## src/rtl/core/mfrp_pkg.sv

```systemverilog
package mfrp_pkg;

    typedef logic [3:0] t_status;

    localparam t_status ST_OK       = 4'd0;
    localparam t_status ST_START2   = 4'd1;
    localparam t_status ST_CHECKSUM = 4'd2;
    localparam t_status ST_STOP     = 4'd3;
    localparam t_status ST_ADDRESS  = 4'd4;
    localparam t_status ST_ABNORMAL = 4'd5;
    localparam t_status ST_CONTROL  = 4'd6;
    localparam t_status ST_SHORT    = 4'd7;
    localparam t_status ST_IDENT    = 4'd8;

    localparam logic [7:0] START_BYTE    = 8'h68;
    localparam logic [7:0] STOP_BYTE     = 8'h16;
    localparam logic [7:0] CTRL_NORMAL   = 8'h83;
    localparam logic [7:0] CTRL_ABNORMAL = 8'hC3;
    localparam logic [7:0] SCRAMBLE      = 8'h33;

    localparam int ADDR_BYTES  = 6;
    localparam int IDENT_BYTES = 4;
    localparam int ADDR_W      = 8 * ADDR_BYTES;
    localparam int IDENT_W     = 8 * IDENT_BYTES;

    localparam logic [7:0] MAX_PAYLOAD_COUNT = 8'd251;

    typedef logic [1:0] t_cfg_index;

    localparam t_cfg_index CFG_ADDR_MATCH_EN = 2'd0;
    localparam t_cfg_index CFG_METER_ADDRESS = 2'd1;
    localparam t_cfg_index CFG_EXPECTED_IDENT = 2'd2;

endpackage

```

## src/rtl/core/meter_frame_receive_parser.sv

```systemverilog
// Meter reply frame receive parser.
// Input channel: one received byte per beat on i_rx_byte (i_in_valid / o_in_ready).
// Bytes ahead of a 0x68 start byte are dropped; the frame is then walked by position.
// Output channel (o_out_valid / i_out_ready): a data beat (result_kind 0) for each
// unscrambled payload byte after the four identifier bytes, and one status beat
// (result_kind 1, frame_end 1) at the stop-byte position carrying status, address,
// identifier and payload count. Data beats go out before the frame is judged.
// A result is registered in the cycle after its input beat is accepted.
// Throughput: one input beat per cycle unless a stalled result blocks it; the per-byte
// update is one 8-bit add and compares between the frame state and the result register.
// Stall: while a result waits, a new beat is still taken in the cycle the receiver
// takes the waiting one; with the receiver stalled and a result held, o_in_ready
// stays low.
// Reset (synchronous, active low): hunting for a start byte, no result pending,
// all configuration registers zero.
// Configuration: i_cfg_wr_en writes i_cfg_wdata to register i_cfg_index (0 address
// match enable, 1 meter address, 2 expected identifier); write only while idle.
module meter_frame_receive_parser (
    input  logic        i_clk,
    input  logic        i_rst_n,
    input  logic        i_in_valid,
    output logic        o_in_ready,
    input  logic [7:0]  i_rx_byte,
    output logic        o_out_valid,
    input  logic        i_out_ready,
    output logic        o_result_kind,
    output logic [7:0]  o_data_byte,
    output logic [3:0]  o_frame_status,
    output logic [47:0] o_frame_address,
    output logic [31:0] o_frame_ident,
    output logic [7:0]  o_payload_count,
    output logic        o_frame_end,
    input  logic        i_cfg_wr_en,
    input  logic [1:0]  i_cfg_index,
    input  logic [47:0] i_cfg_wdata
);

    typedef enum logic [2:0] {
        PH_HUNT, PH_ADDR, PH_START2, PH_CTRL, PH_LEN, PH_DATA, PH_CS, PH_STOP
    } t_phase;

    logic                              r_addr_match_en;
    logic [mfrp_pkg::ADDR_W-1:0]       r_meter_address;
    logic [mfrp_pkg::IDENT_W-1:0]      r_expected_ident;

    t_phase                            r_phase, n_phase;
    logic [7:0]                        r_idx, n_idx;
    logic [7:0]                        r_len, n_len;
    logic [7:0]                        r_sum, n_sum;
    logic [mfrp_pkg::ADDR_W-1:0]       r_addr, n_addr;
    logic [mfrp_pkg::IDENT_W-1:0]      r_ident, n_ident;
    logic [7:0]                        r_ctrl, n_ctrl;
    mfrp_pkg::t_status                 r_err, n_err;

    logic                              r_out_valid;
    logic                              r_kind, n_kind;
    logic [7:0]                        r_data, n_data;
    mfrp_pkg::t_status                 r_status, n_status;
    logic [mfrp_pkg::ADDR_W-1:0]       r_res_addr, n_res_addr;
    logic [mfrp_pkg::IDENT_W-1:0]      r_res_ident, n_res_ident;
    logic [7:0]                        r_count, n_count;
    logic                              n_emit;

    logic                              accept;
    logic [7:0]                        sum_add;
    logic [7:0]                        unscr;
    logic [8:0]                        idx_inc;
    mfrp_pkg::t_status                 judge;

    assign o_in_ready = !r_out_valid || i_out_ready;
    assign accept     = i_in_valid && o_in_ready;
    assign sum_add    = r_sum + i_rx_byte;
    assign unscr      = i_rx_byte - mfrp_pkg::SCRAMBLE;
    assign idx_inc    = {1'b0, r_idx} + 9'd1;

    always_comb begin
        judge = r_err;
        if (i_rx_byte != mfrp_pkg::STOP_BYTE && r_err == mfrp_pkg::ST_OK) begin
            judge = mfrp_pkg::ST_STOP;
        end
        if (judge == mfrp_pkg::ST_OK) begin
            if (r_addr_match_en && r_addr != r_meter_address) begin
                judge = mfrp_pkg::ST_ADDRESS;
            end else if (r_ctrl == mfrp_pkg::CTRL_ABNORMAL) begin
                judge = mfrp_pkg::ST_ABNORMAL;
            end else if (r_ctrl != mfrp_pkg::CTRL_NORMAL) begin
                judge = mfrp_pkg::ST_CONTROL;
            end else if (r_len <= 8'(mfrp_pkg::IDENT_BYTES)) begin
                judge = mfrp_pkg::ST_SHORT;
            end else if (r_expected_ident != '0 && r_ident != r_expected_ident) begin
                judge = mfrp_pkg::ST_IDENT;
            end
        end
    end

    always_comb begin
        n_phase     = r_phase;
        n_idx       = r_idx;
        n_len       = r_len;
        n_sum       = r_sum;
        n_addr      = r_addr;
        n_ident     = r_ident;
        n_ctrl      = r_ctrl;
        n_err       = r_err;
        n_emit      = 1'b0;
        n_kind      = 1'b0;
        n_data      = '0;
        n_status    = mfrp_pkg::ST_OK;
        n_res_addr  = '0;
        n_res_ident = '0;
        n_count     = '0;
        case (r_phase)
            PH_HUNT: begin
                if (i_rx_byte == mfrp_pkg::START_BYTE) begin
                    n_phase = PH_ADDR;
                    n_idx   = '0;
                    n_len   = '0;
                    n_sum   = i_rx_byte;
                    n_addr  = '0;
                    n_ident = '0;
                    n_ctrl  = '0;
                    n_err   = mfrp_pkg::ST_OK;
                end
            end
            PH_ADDR: begin
                n_sum = sum_add;
                for (int k = 0; k < mfrp_pkg::ADDR_BYTES; k++) begin
                    if (r_idx == 8'(k)) begin
                        n_addr[8*k +: 8] = i_rx_byte;
                    end
                end
                if (r_idx == 8'(mfrp_pkg::ADDR_BYTES - 1)) begin
                    n_idx   = '0;
                    n_phase = PH_START2;
                end else begin
                    n_idx = idx_inc[7:0];
                end
            end
            PH_START2: begin
                n_sum   = sum_add;
                n_phase = PH_CTRL;
                if (i_rx_byte != mfrp_pkg::START_BYTE && r_err == mfrp_pkg::ST_OK) begin
                    n_err = mfrp_pkg::ST_START2;
                end
            end
            PH_CTRL: begin
                n_sum   = sum_add;
                n_ctrl  = i_rx_byte;
                n_phase = PH_LEN;
            end
            PH_LEN: begin
                n_sum   = sum_add;
                n_len   = i_rx_byte;
                n_idx   = '0;
                n_phase = (i_rx_byte == 8'd0) ? PH_CS : PH_DATA;
            end
            PH_DATA: begin
                n_sum = sum_add;
                if (r_idx < 8'(mfrp_pkg::IDENT_BYTES)) begin
                    for (int k = 0; k < mfrp_pkg::IDENT_BYTES; k++) begin
                        if (r_idx == 8'(k)) begin
                            n_ident[8*k +: 8] = unscr;
                        end
                    end
                end else begin
                    n_emit = 1'b1;
                    n_data = unscr;
                end
                n_idx = idx_inc[7:0];
                if (idx_inc >= {1'b0, r_len}) begin
                    n_phase = PH_CS;
                end
            end
            PH_CS: begin
                n_phase = PH_STOP;
                if (i_rx_byte != r_sum && r_err == mfrp_pkg::ST_OK) begin
                    n_err = mfrp_pkg::ST_CHECKSUM;
                end
            end
            PH_STOP: begin
                n_emit      = 1'b1;
                n_kind      = 1'b1;
                n_status    = judge;
                n_res_addr  = r_addr;
                n_res_ident = r_ident;
                n_count     = (r_len > 8'(mfrp_pkg::IDENT_BYTES))
                              ? r_len - 8'(mfrp_pkg::IDENT_BYTES) : 8'd0;
                n_phase     = PH_HUNT;
                n_idx       = '0;
                n_len       = '0;
                n_sum       = '0;
                n_addr      = '0;
                n_ident     = '0;
                n_ctrl      = '0;
                n_err       = mfrp_pkg::ST_OK;
            end
            default: begin
                n_phase = PH_HUNT;
            end
        endcase
    end

    always_ff @(posedge i_clk) begin
        if (!i_rst_n) begin
            r_addr_match_en  <= 1'b0;
            r_meter_address  <= '0;
            r_expected_ident <= '0;
        end else if (i_cfg_wr_en) begin
            case (i_cfg_index)
                mfrp_pkg::CFG_ADDR_MATCH_EN:  r_addr_match_en  <= i_cfg_wdata[0];
                mfrp_pkg::CFG_METER_ADDRESS:  r_meter_address  <= i_cfg_wdata;
                mfrp_pkg::CFG_EXPECTED_IDENT: r_expected_ident <=
                                                  i_cfg_wdata[mfrp_pkg::IDENT_W-1:0];
                default: ;
            endcase
        end
    end

    always_ff @(posedge i_clk) begin
        if (!i_rst_n) begin
            r_phase     <= PH_HUNT;
            r_idx       <= '0;
            r_len       <= '0;
            r_sum       <= '0;
            r_addr      <= '0;
            r_ident     <= '0;
            r_ctrl      <= '0;
            r_err       <= mfrp_pkg::ST_OK;
            r_out_valid <= 1'b0;
            r_kind      <= 1'b0;
            r_data      <= '0;
            r_status    <= mfrp_pkg::ST_OK;
            r_res_addr  <= '0;
            r_res_ident <= '0;
            r_count     <= '0;
        end else begin
            if (accept) begin
                r_phase <= n_phase;
                r_idx   <= n_idx;
                r_len   <= n_len;
                r_sum   <= n_sum;
                r_addr  <= n_addr;
                r_ident <= n_ident;
                r_ctrl  <= n_ctrl;
                r_err   <= n_err;
            end
            if (accept && n_emit) begin
                r_out_valid <= 1'b1;
                r_kind      <= n_kind;
                r_data      <= n_data;
                r_status    <= n_status;
                r_res_addr  <= n_res_addr;
                r_res_ident <= n_res_ident;
                r_count     <= n_count;
            end else if (i_out_ready) begin
                r_out_valid <= 1'b0;
            end
        end
    end

    assign o_out_valid     = r_out_valid;
    assign o_result_kind   = r_kind;
    assign o_data_byte     = r_data;
    assign o_frame_status  = r_status;
    assign o_frame_address = r_res_addr;
    assign o_frame_ident   = r_res_ident;
    assign o_payload_count = r_count;
    assign o_frame_end     = r_kind;

endmodule

```

## config.mk

```make
export PLATFORM = sky130hd
export DESIGN_NAME = meter_frame_receive_parser
export DESIGN_NICKNAME = d
export VERILOG_FILES = /design/src/rtl/core/mfrp_pkg.sv /design/src/rtl/core/meter_frame_receive_parser.sv
export SDC_FILE = /design/constraint.sdc
export NUM_CORES = 1
export LEC_CHECK = 0
export ABC_AREA = 0
export CORE_ASPECT_RATIO = 1.25
export CORE_MARGIN = 3
export CORE_UTILIZATION = 30
export CTS_CLUSTER_SIZE = 12
export DETAILED_ROUTE_END_ITERATION = 8
export DONT_BUFFER_PORTS = 1
export SKIP_CTS_REPAIR_TIMING = 1
export SYNTH_ARGS = -nofsm -noshare
export SYNTH_HDL_FRONTEND = slang
export SYNTH_SLANG_ARGS = --single-unit
```

## constraint.sdc

```tcl
create_clock -name i_clk -period 6.1 [get_ports i_clk]
set_input_delay 0 -clock i_clk [delete_from_list [all_inputs] [get_ports i_clk]]
set_output_delay 0 -clock i_clk [all_outputs]
set_load 0.01 [all_outputs]
```

==> results.md <==
- Final layout net count: 1579
- CTS Sinks: 300
- Area share of fa/ha/maj cells after synthesis: 2.46%
- Simple-Gate Fraction of Synth Area: 19.0%
- Post-synthesis compound-gate area fraction: 15.0%
- Pin count of the biggest net entering global routing: 117
- Grt met1 use: 21.9%
- Vias per inst: 5.14
- Row Count: 84
- Commonest cells after routing, fill and taps aside: dfxtp_1, nand2_1, nor2_1
- Cell Area, Synth: 13000 um^2
- Final std cells w/o fill: 2068
- P&R area growth vs syn: 14.3%
- Layout cells sized above 1: 4.71%
- Initial antenna violation count: 3
- Placed cell count: 1953
- Yosys reg bits: 300
- Synth Area in XOR/XNOR: 6.74%
- Hold path startpoint: i_rx_byte[2]
- Sequential cell area fraction in the yosys report: 46.2%
- Clk pin slew, worst setup/hold paths: 0.06 ns
- Fill count: 4391
- Hold crit path type: in2reg
- Synthesized area per cell: 8.74 um^2
- Final Setup Violations: 0
- Slew @ Worst Pin: 1.22 ns
- Num ports: 167
- DRC errors left: 0
- Startpoint types: register
- Clk buf depth: 3
- DPL Wire Length: 29600 um
- CP Class: reg2reg
- Ranking of synthesized cells by area: dfxtp_1, nand2_1, mux2i_1
- Clock root cell: clkbuf_16
- Failing checks: negative hold slack
- Vias: 10.6k
- Core area: 42500 um^2
- Most common cell after layout, fill and taps aside: dfxtp_1
- Final Max Tran Viols: 0
- Routed Antenna Nets: 0
- Fmax achieved: 324 MHz
- Layout Skew: 0.0161 ns
- CTS tree: yes
- Drt pass-1 iters: 8
- Pwr per Cell Area: 266 nW/um^2
- Yosys cell types: 73
- Leakage: 5.33 nW
- Synth area leader: dfxtp_1
- Largest family of logic cells by synthesized area: simple AND/OR/NAND/NOR gates
- Synth async-reset ratio: 0%
- Max-Cap Viols: 0
- Initial Utilization: 30.6%
- Full die area: 45900 um^2
- RR Startpoint: r_phase[0]$_SDFFE_PN0P_
- Die Height: 239 um
- DRT iter0 DRCs: 823
- M3 GR Usage: 3.86%
- Outcome: complete, but fails checks
- Met2 GRT Util: 28.5%
- Commonest register cell after synthesis: dfxtp_1
- GR peak layer: met2
- Synth Instances: 1487
- Total design power: 3.94 mW
- Cts bufs inserted: 31
- Maximum VDD drop: 206 uV
- CP required: 6.61 ns
- H-tree lvl count: 1
- CP max FO: 50
- Number of global-route vias before repair: 9765
- Mux cell area share after synthesis: 6.40%
- Final Hold Fails: 2
- Post-synth net total: 1575
- Syn. warnings: 0
- Grt ovf: 0
- Total Wirelength: 41300 um
- Placer congestion estimate: 0.843
- Worst Setup SP: r_phase[0]$_SDFFE_PN0P_
- Worst hold slack: -0.0324 ns
- Port Buffers: 0
- Top-area cell type share of the netlist area: 46.2%
- Final period util: 50.6%
- Rel. slew slack: 18.4%
- GRT Util Overall: 17.0%
- Setup TNS: 0 ns
- Mean routed wirelength per cell: 20.0 um
- Latest clock arrival within the worst-skew pair: 0.58 ns
- Crit. End Element: register
- RSZ-0062 raised after global routing: false
- DIE WIDTH: 192 um
- First-pass GRT wire length: 60800 um
- Post-synth EDFFs: 0
- Critical path arrival: 3.60 ns
- Tmin final: 3.09 ns
synth_stat cells (all sizes together), types with 3 or more instances:
library cell	instances
clkbuf	75
buf	22
nand2	295
nand2b	8
nor3b	3
nor3	15
inv	19
o211ai	3
nand4	27
dfxtp	300
nor2	130
nand3b	3
or4	3
a31oi	3
ha	24
xor2	8
mux2i	82
and2	3
o21ai	23
xnor2	92
a21oi	130
nor4	15
a22oi	104
a21o	12
and3	13
nor2b	3
nand3	34
sequential cells by signal, summed over array words and instances (netlist names):
register          cells
o_data_byte           8
r_ident              32
r_len                 8
r_expected_ident     32
r_meter_address      48
o_frame_status        4
o_payload_count       8
r_idx                 8
r_err                 2
r_addr               48
o_frame_end           1
r_phase               3
o_frame_ident        32
r_addr_match_en       1
r_sum                 8
o_frame_address      48
r_ctrl                8
o_out_valid           1
path summary, 6_finish.rpt:
check / end / slack [ns] / depth (start not counted)
max reg2reg: o_frame_status[3]$_SDFFE_PN0P_ / 3.01 / 6
max: o_frame_status[3]$_SDFFE_PN0P_ / 3.01 / 6
min reg2reg: r_meter_address[18]$_SDFFE_PN0P_ / 0.47 / 2
min: r_sum[3]$_SDFFE_PN0P_ / -0.03 / 5
power by group:
part	switching [mW]	total (mW)	internal, mW
combinational	0.125	0.201	0.0762
clock	0.775	1.75	0.975
sequential	0.0160	1.99	1.98
critical path, stage by stage, from the launching register on:
cell	delay, ns
dfxtp_1	0.92
nand3_1	0.62
nor2_4	0.23
buf_4	0.48
nand4_1	0.30
a211oi_1	0.30
a21o_1	0.16
per-layer routing:
| metal | wire, um | part of all wire [%] |
|---|---|---|
| met5 | 13 | 0.031 |
| met4 | 1380 | 3.3 |
| met3 | 2810 | 6.8 |
| met2 | 19800 | 48 |
| met1 | 17300 | 42 |
layout make-up:
| class | instances | area (um^2) | share of cell area [%] |
|---|---|---|---|
| tap | 559 | 699 | 4.71 |
| sequential | 300 | 6010 | 40.4 |
| clock buffer | 43 | 861 | 5.79 |
| antenna | 2 | 5.00 | 0.0337 |
| multi-input combinational | 1070 | 6460 | 43.5 |
| timing repair buffer | 69 | 696 | 4.68 |
| inverter | 19 | 76.3 | 0.514 |
| clock inverter | 6 | 51.3 | 0.345 |
cell families after synthesis:
group | after synthesis
fa+ha+maj | 25
simple gates | 564
mux | 83
compound gates | 298
xor+xnor | 100
buf+inv | 117
flops | 300
metrics by stage:
step                setup slack (ns)  util [%]  instance area (um^2)
floorplan                       3.58         -                 13000
global route                    2.77      35.0                 14900
finish                          3.01      35.0                 14900
global placement                3.20      31.3                 13300
detailed placement              3.07      31.3                 13300
CTS                             3.02      33.4                 14200
No activity file was read; power rests on OpenSTA's default activity.
